File: src/rtl/core/dsbt_pkg.sv
// Shared types and constants for the DHCP snooping binding table.
// Used by dsbt_cell, dsbt_ctrl and dhcp_snooping_binding_table_unit.
package dsbt_pkg;

  localparam int DEPTH_DEF = 64;

  localparam int KIND_W  = 3;
  localparam int IP_W    = 32;
  localparam int MAC_W   = 48;
  localparam int SEC_W   = 32;
  localparam int STAT_W  = 2;
  localparam int CNT_OUT_W = 7;

  localparam int IN_DATA_W  = IP_W + MAC_W + 3 * SEC_W;                     // 176
  localparam int OUT_RAW_W  = MAC_W + 2 * SEC_W + 2 * CNT_OUT_W;            // 126
  localparam int OUT_DATA_W = ((OUT_RAW_W + 7) / 8) * 8;                    // 128

  typedef enum logic [KIND_W-1:0] {
    KIND_INSERT = 3'd0,
    KIND_LOOKUP = 3'd1,
    KIND_DELETE = 3'd2,
    KIND_CLEAR  = 3'd3,
    KIND_AGE    = 3'd4
  } kind_t;

  typedef enum logic [STAT_W-1:0] {
    STAT_OK        = 2'd0,
    STAT_NOT_FOUND = 2'd1,
    STAT_FULL      = 2'd2
  } status_t;

  typedef enum logic [1:0] {
    ST_IDLE,
    ST_SCAN,
    ST_RESP
  } fsm_t;

  typedef enum logic [1:0] {
    CM_HOLD,
    CM_PUSH,
    CM_ROTATE
  } cell_mode_t;

  typedef struct packed {
    logic [IP_W-1:0]  ip;
    logic [MAC_W-1:0] mac;
    logic [SEC_W-1:0] lease;
    logic [SEC_W-1:0] expiry;
  } entry_t;

  typedef struct packed {
    cell_mode_t mode;
    logic       keep;   // head word is written back during rotate
  } cell_ctl_t;

endpackage

File: src/rtl/core/dsbt_cell.sv
// One slot of the binding chain: holds one entry, loads from a neighbor.
// Depends on dsbt_pkg.
module dsbt_cell #(
  parameter int             AW  = 6,
  parameter logic [AW-1:0]  IDX = '0
) (
  input  logic                clk,
  input  dsbt_pkg::cell_ctl_t ctl,
  input  logic [AW-1:0]       wr_ptr,
  input  dsbt_pkg::entry_t    prev_entry,
  input  dsbt_pkg::entry_t    next_entry,
  input  dsbt_pkg::entry_t    head_entry,
  output dsbt_pkg::entry_t    q
);

  dsbt_pkg::entry_t entry_r;
  dsbt_pkg::entry_t entry_nxt;

  always_comb begin
    case (ctl.mode)
      dsbt_pkg::CM_PUSH: begin
        entry_nxt = prev_entry;
      end
      dsbt_pkg::CM_ROTATE: begin
        // chain moves toward the head; a kept head word lands at the write slot
        entry_nxt = (ctl.keep && (wr_ptr == IDX)) ? head_entry : next_entry;
      end
      default: begin
        entry_nxt = entry_r;
      end
    endcase
  end

  always_ff @(posedge clk) begin
    entry_r <= entry_nxt;
  end

  assign q = entry_r;

endmodule

File: config.mk
export PLATFORM = sky130hd
export DESIGN_NAME = dsbt_cell
export DESIGN_NICKNAME = d
export VERILOG_FILES = /design/src/rtl/core/dsbt_pkg.sv /design/src/rtl/core/dsbt_cell.sv
export SDC_FILE = /design/constraint.sdc
export NUM_CORES = 1
export LEC_CHECK = 0
export ABC_CLOCK_PERIOD_IN_PS = 6120
export BUFFER_PORTS_ARGS = -buffer_cell sky130_fd_sc_hd__buf_4
export CAP_MARGIN = 20
export CORE_AREA = 2 2 229 231
export CTS_BUF_LIST = sky130_fd_sc_hd__clkbuf_16
export CTS_CLUSTER_DIAMETER = 40
export DETAILED_ROUTE_END_ITERATION = 10
export DIE_AREA = 0 0 231 233
export PLACE_DENSITY = 0.41
export REMOVE_ABC_BUFFERS = 1
export SLEW_MARGIN = 25
export SYNTH_ARGS = -nofsm -noshare
export SYNTH_HDL_FRONTEND = slang
export SYNTH_SLANG_ARGS = --single-unit
File: constraint.sdc
create_clock -name clk -period 6.12 [get_ports clk]
set_clock_uncertainty 0.05 [all_clocks]
set_input_delay 1.224 -clock clk [delete_from_list [all_inputs] [get_ports clk]]
set_output_delay 1.224 -clock clk [all_outputs]
set_load 0.02 [all_outputs]
==> impl_metrics.json <==
{
  "grtUsageMet2_pct": 26.1,
  "switchingPower_mw": 1.09,
  "gr-usage-met1_pct": 18.0,
  "tritoncts": "yes",
  "rsz0062_at_grt": "false",
  "fp.dieH_um": 233,
  "tightestPinTransition_ns": 1.03,
  "clkTransAtPathRegs_ns": 0.07,
  "hp-class": "primary input to flip-flop",
  "cts-root-buf": "clkbuf_16",
  "yosys.area.top_type": "edfxtp_1",
  "vias": 9502,
  "hold_violations": 0,
  "endpoint_kind": "flip-flop",
  "cap_viol_max_count": 0,
  "fp.dieArea_um2": 53800,
  "layout_commonest_cell": "buf_4",
  "p_comb_share_pct": 27.9,
  "worstSetupStartpointType": "primary input",
  "routed_wl_um": 44200,
  "antenna_found_initial": 1,
  "cts_resized": 0,
  "worstPathRequired_ns": 6.29,
  "clockPowerShare_pct": 34.5,
  "ir_worst_vdd_mv": 0.172,
  "p_seq_share_pct": 37.7,
  "dp_hpwl_um": 30400,
  "final-seq-area_um2": 4320,
  "port-buffer-count": 585,
  "fin_crit_ns": 3.33,
  "p_leak_nw": 5.68,
  "ios": 586,
  "cp.arrival_ns": 3.50,
  "insertedDiodeCount": 0,
  "grt.busiest_layer": "met2",
  "ys_warn_count": 0,
  "cts.sinks": 144,
  "drt.antenna.violating_nets": 0,
  "grt_max_degree": 145,
  "largest_register_ffs": 144,
  "most-common-layout-cells": "buf_4, a31oi_1, nor2_1, edfxtp_1, a21oi_1",
  "place_congestion": 0.839,
  "post-route-period-util_pct": 54.4,
  "drive_above_1_share_pct": 51.4,
  "setup.worst_path.start": "wr_ptr[4]",
  "die_x_um": 231,
  "drt-pass1-iter-count": 5,
  "grtUsageTotal_pct": 15.6,
  "htree_levels": 4,
  "rows": 83,
  "clk_path_buf_depth": 2,
  "holdWs_ns": 1.01,
  "yosysTopAreaCellShare_pct": 51.4,
  "cts_inserted_buffers": 17,
  "synth_cells": 839,
  "nets": 1792,
  "coreArea_um2": 51100,
  "initial_core_util_pct": 16.5,
  "finalPower_mw": 3.46,
  "slew_violations": 0,
  "status": "finished, final reports clean",
  "synth.ff_latch_count": 144,
  "grt.overflow.total": 0,
  "grt_pass1_vias": 9532,
  "fmax_ghz": 0.300,
  "critPathKind": "primary input to flip-flop",
  "vias_per_cell": 4.65,
  "areaGrowthSynthToFinish_pct": 66.7,
  "crit_fanout": 53,
  "fillers": 5560,
  "relSlewSlack_pct": 31.2,
  "ys_top_cells_by_area": "edfxtp_1, a31oi_1, o31ai_2",
  "syn-mean-instance-area_um2": 10.0,
  "syn_area_um2": 8420,
  "drt-initial-drc-count": 548,
  "wl_per_cell_um": 21.6,
  "setup_viol": 0,
  "final_util_pct": 27.5,
  "endpoint": "q[44]",
  "cts_hold_buf": 0,
  "multi_input_comb_area_um2": 3620,
  "drc": 0,
  "grt_pass1_wl_um": 62400,
  "synth-seq-area-share_pct": 51.4,
  "synth_cell_types": 17,
  "internal_power_mw": 2.38,
  "p_per_area_nw_per_um2": 247,
  "post-cts-setup-buffers": 0,
  "met3_usage_pct": 5.44,
  "p_sw_share_pct": 31.4
}
## logic make-up after synthesis
| kind of cell | count (synthesis) | synth area share (%) |
|---|---|---|
| AND/OR/NAND/NOR | 163 | 7.73 |
| buffers and inverters | 114 | 5.96 |
| AO/OA/AOI/OAI | 417 | 34.8 |
| adder cells (fa/ha/maj) | 1 | 0.149 |
| flip-flops | 144 | 51.4 |
## synth_stat cells (all sizes together)
library cell	count
a21oi	129
a31oi	144
buf	37
clkbuf	74
edfxtp	144
ha	1
inv	3
nand3	15
nor2	144
nor3	1
nor4b	1
o31ai	144
or2	1
or4b	1
## critical path: stages
cell and delay, ns:
buf_4 0.12, or4b_4 0.88, buf_4 0.44, buf_16 0.27, o31ai_1 0.29, a21oi_1 0.11
## worst min-delay path by stage
stage | to | cells past startpoint | start
floorplan | q[100] | 2 | prev_entry[100]
global placement | q[133] | 3 | prev_entry[133]
detailed placement | q[113] | 3 | prev_entry[113]
CTS | q[50] | 3 | prev_entry[50]
global route | q[90] | 3 | prev_entry[90]
finish | q[52] | 3 | prev_entry[52]
## metal layers
metal | up-vias | wire length, µm
li1 | 4324 | -
met1 | 4667 | 17100
met2 | 433 | 22000
met3 | 76 | 3680
met4 | 2 | 1470
met5 | - | 13
## power groups by stage
| stage | registers (mW) | logic (mW) | clock network, mW |
|---|---|---|---|
| after floorplan | 1.52 | 0.204 | 0 |
| after global placement | 1.32 | 0.979 | 0 |
| after detailed placement | 1.33 | 0.976 | 0 |
| after CTS | 1.31 | 0.978 | 1.25 |
| after global routing | 1.32 | 1.03 | 1.27 |
| final | 1.30 | 0.965 | 1.19 |
## final cells by class
| cell class | instances | area share, % |
|---|---|---|
| Clock buffer | 17 | 3.03 |
| Tap cell | 680 | 6.06 |
| Inverter | 3 | 0.134 |
| Timing Repair Buffer | 602 | 32.7 |
| Clock inverter | 15 | 1.47 |
| Multi-Input combinational cell | 581 | 25.8 |
| Sequential cell | 144 | 30.8 |
## through the flow
| step | area, µm² | setup slack (ns) | setup TNS, ns | std cells |
|---|---|---|---|---|
| 6_report | 14000 | 2.79 | 0 | 2042 |
| 3_3_place_gp | 13400 | 2.35 | 0 | 2009 |
| 5_1_grt | 14000 | 2.74 | 0 | 2042 |
| 3_5_place_dp | 13400 | 2.33 | 0 | 2010 |
| 4_1_cts | 14000 | 2.89 | 0 | 2042 |
| 2_1_floorplan | 7930 | -7.23 | -1038.64 | 728 |
No activity file was read; power rests on OpenSTA's default activity.
