### src/rtl/core/dsbt_pkg.sv
// Shared types and constants for the DHCP snooping binding table.
// Used by dsbt_cell, dsbt_ctrl and dhcp_snooping_binding_table_unit.
package dsbt_pkg;

  localparam int DEPTH_DEF = 64;

  localparam int KIND_W  = 3;
  localparam int IP_W    = 32;
  localparam int MAC_W   = 48;
  localparam int SEC_W   = 32;
  localparam int STAT_W  = 2;
  localparam int CNT_OUT_W = 7;

  localparam int IN_DATA_W  = IP_W + MAC_W + 3 * SEC_W;                     // 176
  localparam int OUT_RAW_W  = MAC_W + 2 * SEC_W + 2 * CNT_OUT_W;            // 126
  localparam int OUT_DATA_W = ((OUT_RAW_W + 7) / 8) * 8;                    // 128

  typedef enum logic [KIND_W-1:0] {
    KIND_INSERT = 3'd0,
    KIND_LOOKUP = 3'd1,
    KIND_DELETE = 3'd2,
    KIND_CLEAR  = 3'd3,
    KIND_AGE    = 3'd4
  } kind_t;

  typedef enum logic [STAT_W-1:0] {
    STAT_OK        = 2'd0,
    STAT_NOT_FOUND = 2'd1,
    STAT_FULL      = 2'd2
  } status_t;

  typedef enum logic [1:0] {
    ST_IDLE,
    ST_SCAN,
    ST_RESP
  } fsm_t;

  typedef enum logic [1:0] {
    CM_HOLD,
    CM_PUSH,
    CM_ROTATE
  } cell_mode_t;

  typedef struct packed {
    logic [IP_W-1:0]  ip;
    logic [MAC_W-1:0] mac;
    logic [SEC_W-1:0] lease;
    logic [SEC_W-1:0] expiry;
  } entry_t;

  typedef struct packed {
    cell_mode_t mode;
    logic       keep;   // head word is written back during rotate
  } cell_ctl_t;

endpackage

### src/rtl/core/dsbt_ctrl.sv
// Sequencer for the binding chain: op decode, rotate scan, result register.
// Depends on dsbt_pkg.
module dsbt_ctrl #(
  parameter int TABLE_DEPTH = dsbt_pkg::DEPTH_DEF,
  parameter int AW          = $clog2(TABLE_DEPTH),
  parameter int CW          = $clog2(TABLE_DEPTH + 1)
) (
  input  logic                          clk,
  input  logic                          rst_n,
  input  logic                          in_valid,
  output logic                          in_ready,
  input  logic [dsbt_pkg::KIND_W-1:0]   in_kind,
  input  logic [dsbt_pkg::IP_W-1:0]     in_ip,
  input  logic [dsbt_pkg::SEC_W-1:0]    in_now,
  input  dsbt_pkg::entry_t              head_entry,
  output dsbt_pkg::cell_ctl_t           cell_ctl,
  output logic [AW-1:0]                 wr_ptr,
  output logic                          out_valid,
  input  logic                          out_ready,
  output logic [dsbt_pkg::STAT_W-1:0]   out_status,
  output logic [dsbt_pkg::MAC_W-1:0]    out_mac,
  output logic [dsbt_pkg::SEC_W-1:0]    out_lease,
  output logic [dsbt_pkg::SEC_W-1:0]    out_expiry,
  output logic [dsbt_pkg::CNT_OUT_W-1:0] out_removed,
  output logic [dsbt_pkg::CNT_OUT_W-1:0] out_occupancy,
  output logic [CW-1:0]                 count,
  output logic [CW-1:0]                 scan_left,
  output dsbt_pkg::fsm_t                state
);

  dsbt_pkg::fsm_t    state_r, state_nxt;
  dsbt_pkg::kind_t   kind_r, kind_nxt;
  logic [dsbt_pkg::IP_W-1:0]  key_r, key_nxt;
  logic [dsbt_pkg::SEC_W-1:0] now_r, now_nxt;
  logic [CW-1:0]     cnt_r, cnt_nxt;
  logic [CW-1:0]     left_r, left_nxt;
  logic [CW-1:0]     removed_r, removed_nxt;
  logic [AW-1:0]     wptr_r, wptr_nxt;
  logic              found_r, found_nxt;
  dsbt_pkg::status_t status_r, status_nxt;
  dsbt_pkg::entry_t  hit_r, hit_nxt;

  logic              ovalid_r, ovalid_nxt;
  dsbt_pkg::status_t ostat_r, ostat_nxt;
  dsbt_pkg::entry_t  ohit_r, ohit_nxt;
  logic [dsbt_pkg::CNT_OUT_W-1:0] orem_r, orem_nxt;
  logic [dsbt_pkg::CNT_OUT_W-1:0] oocc_r, oocc_nxt;

  logic accept;
  logic full;
  logic match;
  logic drop;
  logic out_free;
  logic resp_done;
  dsbt_pkg::kind_t in_kind_e;

  assign in_kind_e = dsbt_pkg::kind_t'(in_kind);
  assign accept    = in_valid && (state_r == dsbt_pkg::ST_IDLE);
  assign full      = (cnt_r == CW'(TABLE_DEPTH));
  assign match     = (head_entry.ip == key_r);
  assign out_free  = !ovalid_r || out_ready;
  assign resp_done = (state_r == dsbt_pkg::ST_RESP) && out_free;

  always_comb begin
    drop = 1'b0;
    case (kind_r)
      dsbt_pkg::KIND_AGE:    drop = (head_entry.expiry <= now_r);
      dsbt_pkg::KIND_DELETE: drop = match && !found_r;
      default:               drop = 1'b0;
    endcase
  end

  // next state
  always_comb begin
    state_nxt = state_r;
    case (state_r)
      dsbt_pkg::ST_IDLE: begin
        if (in_valid) begin
          if ((in_kind_e == dsbt_pkg::KIND_LOOKUP || in_kind_e == dsbt_pkg::KIND_DELETE ||
               in_kind_e == dsbt_pkg::KIND_AGE) && (cnt_r != '0)) begin
            state_nxt = dsbt_pkg::ST_SCAN;
          end else begin
            state_nxt = dsbt_pkg::ST_RESP;
          end
        end
      end
      dsbt_pkg::ST_SCAN: begin
        if (left_r == CW'(1)) begin
          state_nxt = dsbt_pkg::ST_RESP;
        end
      end
      dsbt_pkg::ST_RESP: begin
        if (out_free) begin
          state_nxt = dsbt_pkg::ST_IDLE;
        end
      end
      default: begin
        state_nxt = dsbt_pkg::ST_IDLE;
      end
    endcase
  end

  // outputs toward the chain and the input side
  always_comb begin
    in_ready      = 1'b0;
    cell_ctl.mode = dsbt_pkg::CM_HOLD;
    cell_ctl.keep = 1'b0;
    case (state_r)
      dsbt_pkg::ST_IDLE: begin
        in_ready = 1'b1;
        if (in_valid && in_kind_e == dsbt_pkg::KIND_INSERT && !full) begin
          cell_ctl.mode = dsbt_pkg::CM_PUSH;
        end
      end
      dsbt_pkg::ST_SCAN: begin
        cell_ctl.mode = dsbt_pkg::CM_ROTATE;
        cell_ctl.keep = !drop;
      end
      default: begin
        in_ready = 1'b0;
      end
    endcase
  end

  // op datapath
  always_comb begin
    kind_nxt    = kind_r;
    key_nxt     = key_r;
    now_nxt     = now_r;
    cnt_nxt     = cnt_r;
    left_nxt    = left_r;
    removed_nxt = removed_r;
    wptr_nxt    = wptr_r;
    found_nxt   = found_r;
    status_nxt  = status_r;
    hit_nxt     = hit_r;
    if (accept) begin
      kind_nxt    = in_kind_e;
      key_nxt     = in_ip;
      now_nxt     = in_now;
      left_nxt    = cnt_r;
      removed_nxt = '0;
      wptr_nxt    = AW'(cnt_r - CW'(1));
      found_nxt   = 1'b0;
      status_nxt  = dsbt_pkg::STAT_OK;
      hit_nxt     = '0;
      case (in_kind_e)
        dsbt_pkg::KIND_INSERT: begin
          if (full) status_nxt = dsbt_pkg::STAT_FULL;
          else      cnt_nxt    = cnt_r + CW'(1);
        end
        dsbt_pkg::KIND_LOOKUP, dsbt_pkg::KIND_DELETE: begin
          if (cnt_r == '0) status_nxt = dsbt_pkg::STAT_NOT_FOUND;
        end
        dsbt_pkg::KIND_CLEAR: begin
          removed_nxt = cnt_r;
          cnt_nxt     = '0;
        end
        default: begin
          status_nxt = dsbt_pkg::STAT_OK;
        end
      endcase
    end else if (state_r == dsbt_pkg::ST_SCAN) begin
      left_nxt    = left_r - CW'(1);
      removed_nxt = removed_r + CW'(drop);
      wptr_nxt    = wptr_r - AW'(drop);
      if ((kind_r == dsbt_pkg::KIND_LOOKUP || kind_r == dsbt_pkg::KIND_DELETE) &&
          match && !found_r) begin
        found_nxt = 1'b1;
        if (kind_r == dsbt_pkg::KIND_LOOKUP) hit_nxt = head_entry;
      end
      if (left_r == CW'(1)) begin
        cnt_nxt = cnt_r - removed_nxt;
        if ((kind_r == dsbt_pkg::KIND_LOOKUP || kind_r == dsbt_pkg::KIND_DELETE) &&
            !found_nxt) begin
          status_nxt = dsbt_pkg::STAT_NOT_FOUND;
        end
      end
    end
  end

  // result register
  always_comb begin
    ovalid_nxt = ovalid_r;
    ostat_nxt  = ostat_r;
    ohit_nxt   = ohit_r;
    orem_nxt   = orem_r;
    oocc_nxt   = oocc_r;
    if (ovalid_r && out_ready) ovalid_nxt = 1'b0;
    if (resp_done) begin
      ovalid_nxt = 1'b1;
      ostat_nxt  = status_r;
      ohit_nxt   = hit_r;
      orem_nxt   = dsbt_pkg::CNT_OUT_W'(removed_r);
      oocc_nxt   = dsbt_pkg::CNT_OUT_W'(cnt_r);
    end
  end

  always_ff @(posedge clk) begin
    if (!rst_n) begin
      state_r  <= dsbt_pkg::ST_IDLE;
      cnt_r    <= '0;
      left_r   <= '0;
      ovalid_r <= 1'b0;
    end else begin
      state_r  <= state_nxt;
      cnt_r    <= cnt_nxt;
      left_r   <= left_nxt;
      ovalid_r <= ovalid_nxt;
    end
  end

  always_ff @(posedge clk) begin
    kind_r    <= kind_nxt;
    key_r     <= key_nxt;
    now_r     <= now_nxt;
    removed_r <= removed_nxt;
    wptr_r    <= wptr_nxt;
    found_r   <= found_nxt;
    status_r  <= status_nxt;
    hit_r     <= hit_nxt;
    ostat_r   <= ostat_nxt;
    ohit_r    <= ohit_nxt;
    orem_r    <= orem_nxt;
    oocc_r    <= oocc_nxt;
  end

  assign wr_ptr        = wptr_r;
  assign out_valid     = ovalid_r;
  assign out_status    = ostat_r;
  assign out_mac       = ohit_r.mac;
  assign out_lease     = ohit_r.lease;
  assign out_expiry    = ohit_r.expiry;
  assign out_removed   = orem_r;
  assign out_occupancy = oocc_r;
  assign count         = cnt_r;
  assign scan_left     = left_r;
  assign state         = state_r;

endmodule

### config.mk
export PLATFORM = sky130hd
export DESIGN_NAME = dsbt_ctrl
export DESIGN_NICKNAME = d
export VERILOG_FILES = /design/src/rtl/core/dsbt_pkg.sv /design/src/rtl/core/dsbt_ctrl.sv
export SDC_FILE = /design/constraint.sdc
export NUM_CORES = 1
export LEC_CHECK = 0
export ABC_AREA = 1
export ABC_CLOCK_PERIOD_IN_PS = 22200
export BUFFER_PORTS_ARGS = -buffer_cell sky130_fd_sc_hd__clkbuf_2
export CAP_MARGIN = 20
export CORE_ASPECT_RATIO = 1.1
export CORE_MARGIN = 1
export CORE_UTILIZATION = 42
export CTS_CLUSTER_DIAMETER = 120
export DETAILED_ROUTE_END_ITERATION = 8
export GPL_ROUTABILITY_DRIVEN = 0
export GPL_TIMING_DRIVEN = 1
export PLACE_DENSITY = 0.72
export SLEW_MARGIN = 20
export SYNTH_ARGS = -nofsm -noshare
export SYNTH_HDL_FRONTEND = slang
export SYNTH_SLANG_ARGS = --single-unit
### constraint.sdc
create_clock -name clk -period 22.2 [get_ports clk]
set_input_delay 4.44 -clock clk [delete_from_list [all_inputs] [get_ports clk]]
set_output_delay 4.44 -clock clk [all_outputs]
set_load 0.05 [all_outputs]
==> impl_metrics.env <==
export IMPL_wl_per_cell_um=14.6
export IMPL_rows=69
export IMPL_instances_no_fill=2266
export IMPL_skew_ps=21.9
export IMPL_setup_tns_final_ps=0
export IMPL_drv_slew=0
export IMPL_start_kind="primary input"
export IMPL_syn_inst=1444
export IMPL_dpl_cell_area_mm2=0.0162
export IMPL_synth_edf_count=210
export IMPL_fin_util_pct=53.3
export IMPL_die_height_um=193
export IMPL_rrSetupSlack_ps=18630
export IMPL_overflow=0
export IMPL_cts_resized=0
export IMPL_hpwl_um=23900
export IMPL_r2r_start="now_r[15]"
export IMPL_post_cts_buffers=0
export IMPL_clkLatencyLatePin_ps=520
export IMPL_area_delta_synth_final_pct=24.2
export IMPL_die_x_um=176
export IMPL_max_freq_ghz=0.0924
export IMPL_setup_viol=0
export IMPL_hold_path_endpoint="out_lease[24]"
export IMPL_leakagePower_nw=8.35
export IMPL_ys_warn_count=0
export IMPL_rsz0062_at_grt="no"
export IMPL_min_from="hit_r[56]"
export IMPL_cts_root_buf="clkbuf_16"
export IMPL_ys_ff_latch=340
export IMPL_period_minus_slack_ps=10830
export IMPL_slew_headroom_pct=29.0
export IMPL_rr_worst_depth=23
export IMPL_maxCapViolations=0
export IMPL_diodes=0
export IMPL_worstPathRequired_ps=17760
export IMPL_synth_nets=1703
export IMPL_fin_ws_ps=11370
export IMPL_hold_viol_final=0
export IMPL_avgSynthCellArea_um2=9.68
export IMPL_die_area_mm2=0.0340
export IMPL_period_share_pct=48.8
export IMPL_grt_max_degree=115
export IMPL_portBuffers=369
export IMPL_yosysMostFrequentCell="nand2_1"
export IMPL_cp_max_fo=3
export IMPL_hold_buffers=0
export IMPL_core_area_mm2=0.0325
export IMPL_hold_depth=0
export IMPL_post_place_ws_ps=11340
export IMPL_rr_endpoint="count[6]"
export IMPL_powerDensity_mw_per_mm2=96.9
export IMPL_antenna_left=0
export IMPL_dpl_cell_count=2201
export IMPL_worst_endpoint_arrival_ps=6390
export IMPL_nNetsFinal=2072
export IMPL_async_reset_ff_share_pct=0
export IMPL_h_tree_depth=2
export IMPL_synth_top_area_share_pct=45.1
export IMPL_grtUsageTotal_pct=19.5
export IMPL_yosysTopAreaCell="edfxtp_1"
export IMPL_first_pass_iters=7
export IMPL_stdcell_area_mm2=0.0174
export IMPL_cts_tree="done"
export IMPL_clock_sinks=340
export IMPL_worstSetupPathType="in -> out"
export IMPL_yosysSeqAreaShare_pct=63.7
export IMPL_synth_cell_types=42
export IMPL_clk_pin_slew_ps=60
export IMPL_worst_pin_slew_ps=1060
export IMPL_drive_gt1_share_pct=24.3
export IMPL_syn_cell_area_mm2=0.0140
export IMPL_antenna_found_initial=0
export IMPL_numCtsBuffers=36
export IMPL_synthFlopType="edfxtp_1"
export IMPL_outcome="completed"
export IMPL_endpoint_kind="primary output"
export IMPL_clockBufferDepth=3
export IMPL_start_util_pct=42.9
export IMPL_num_vias=10500
export IMPL_fillCellCount=2869
export IMPL_power_mw=1.68
export IMPL_grt_pass1_wl_um=52500
export IMPL_synth_area_leaders="edfxtp_1 45%, dfxtp_1 19%, nand2_1 9.3%, nor2_1 7.5%, inv_1 5.6%"
export IMPL_grt_pass1_vias=10300
export IMPL_drc=0
export IMPL_synth_commonest_cells="345 x nand2_1, 278 x nor2_1, 210 x edfxtp_1"
export IMPL_vdd_ir_drop_worst_uv=69.3
export IMPL_detail_route_vias_per_cell=4.63
export IMPL_hp_class="reg -> reg"
export IMPL_fin_hold_ws_ps=425
export IMPL_wl_um=33100
export IMPL_drtIter0Drc=716
export IMPL_io_pins=370
==> kinds of logic after synthesis <==
family	Yosys count	synth area share (%)
AO/OA/AOI/OAI	86	3.41
XOR/XNOR	31	2.04
adder cells (fa/ha/maj)	44	3.99
buffers and inverters	257	7.44
flip-flops	340	63.7
AND/OR/NAND/NOR	686	19.4
==> worst max path at each step <==
stage | startpoint | to | slack (ps) | cells after the start
final | head_entry[15] | cell_ctl[0] | 11370 | 13
after global routing | head_entry[31] | cell_ctl[0] | 11220 | 13
after CTS | head_entry[15] | cell_ctl[0] | 11340 | 13
after detailed placement | head_entry[31] | cell_ctl[0] | 11340 | 13
after global placement | head_entry[31] | cell_ctl[0] | 11370 | 13
after floorplan | head_entry[31] | cell_ctl[0] | 11630 | 11
==> final cells by class <==
class                      count  area (µm²)  share of cell area (%)
sequential                   340        8910                    51.3
multi-input combinational    847        4050                    23.3
timing repair buffer         376        1900                    11.0
clock buffer                  54        1060                    6.11
inverter                     212         797                    4.59
tap                          426         533                    3.07
clock inverter                11         103                   0.591
==> critical path, stage by stage <==
cell and delay, ps:
clkbuf_2 90, ha_1 320, nand4_1 120, nor3_1 340
nand2_1 90, nand2_1 90, nand2_1 50, nand2_1 70
nand2_1 90, nand2_1 70, nand2_1 130, nor2_1 190
clkbuf_2 310
==> registers in the layout, summed over array words and instances (netlist names), 3 cells and up <==
name	count
out_removed	7
key_r	32
hit_r	112
out_occupancy	7
removed_r	7
out_expiry	32
wr_ptr	6
scan_left	7
count	7
out_mac	48
out_lease	32
kind_r	3
now_r	32
==> cells in the final DEF, fill, tap and decap left out, types with 2 or more instances in the layout <==
| master | instances |
|---|---|
| a21oi_1 | 35 |
| xnor2_1 | 20 |
| nand4_1 | 10 |
| nor3_1 | 5 |
| o22ai_1 | 8 |
| clkbuf_16 | 38 |
| nand3b_1 | 2 |
| inv_1 | 208 |
| nor3_2 | 2 |
| xor2_1 | 10 |
| o21bai_1 | 3 |
| inv_2 | 2 |
| nand3_1 | 27 |
| clkbuf_2 | 369 |
| edfxtp_1 | 210 |
| dfxtp_1 | 130 |
| buf_4 | 6 |
| clkinv_1 | 2 |
| clkbuf_1 | 11 |
| or2_2 | 9 |
| a31oi_1 | 5 |
| ha_1 | 43 |
| o21ai_0 | 24 |
| o21a_1 | 2 |
| o21ai_1 | 3 |
| nand2_1 | 344 |
| clkinv_2 | 6 |
| clkbuf_8 | 5 |
| nor2_1 | 277 |
| nor2_2 | 2 |
==> layer usage <==
| metal | vias up | track usage (%) | routed length, µm |
|---|---|---|---|
| met5 | - | 0 | 0 |
| li1 | 5303 | - | - |
| met1 | 4713 | 23.0 | 13400 |
| met4 | 0 | 8.37 | 1380 |
| met2 | 386 | 34.0 | 16200 |
| met3 | 93 | 4.01 | 2100 |
==> where the power goes <==
part | total [mW] | internal (mW) | switching, mW
combinational | 0.332 | 0.0840 | 0.248
sequential | 0.767 | 0.737 | 0.0298
clock | 0.584 | 0.344 | 0.239
total | 1.68 | 1.17 | 0.517
Note: power is estimated with default switching activity, not from simulation.
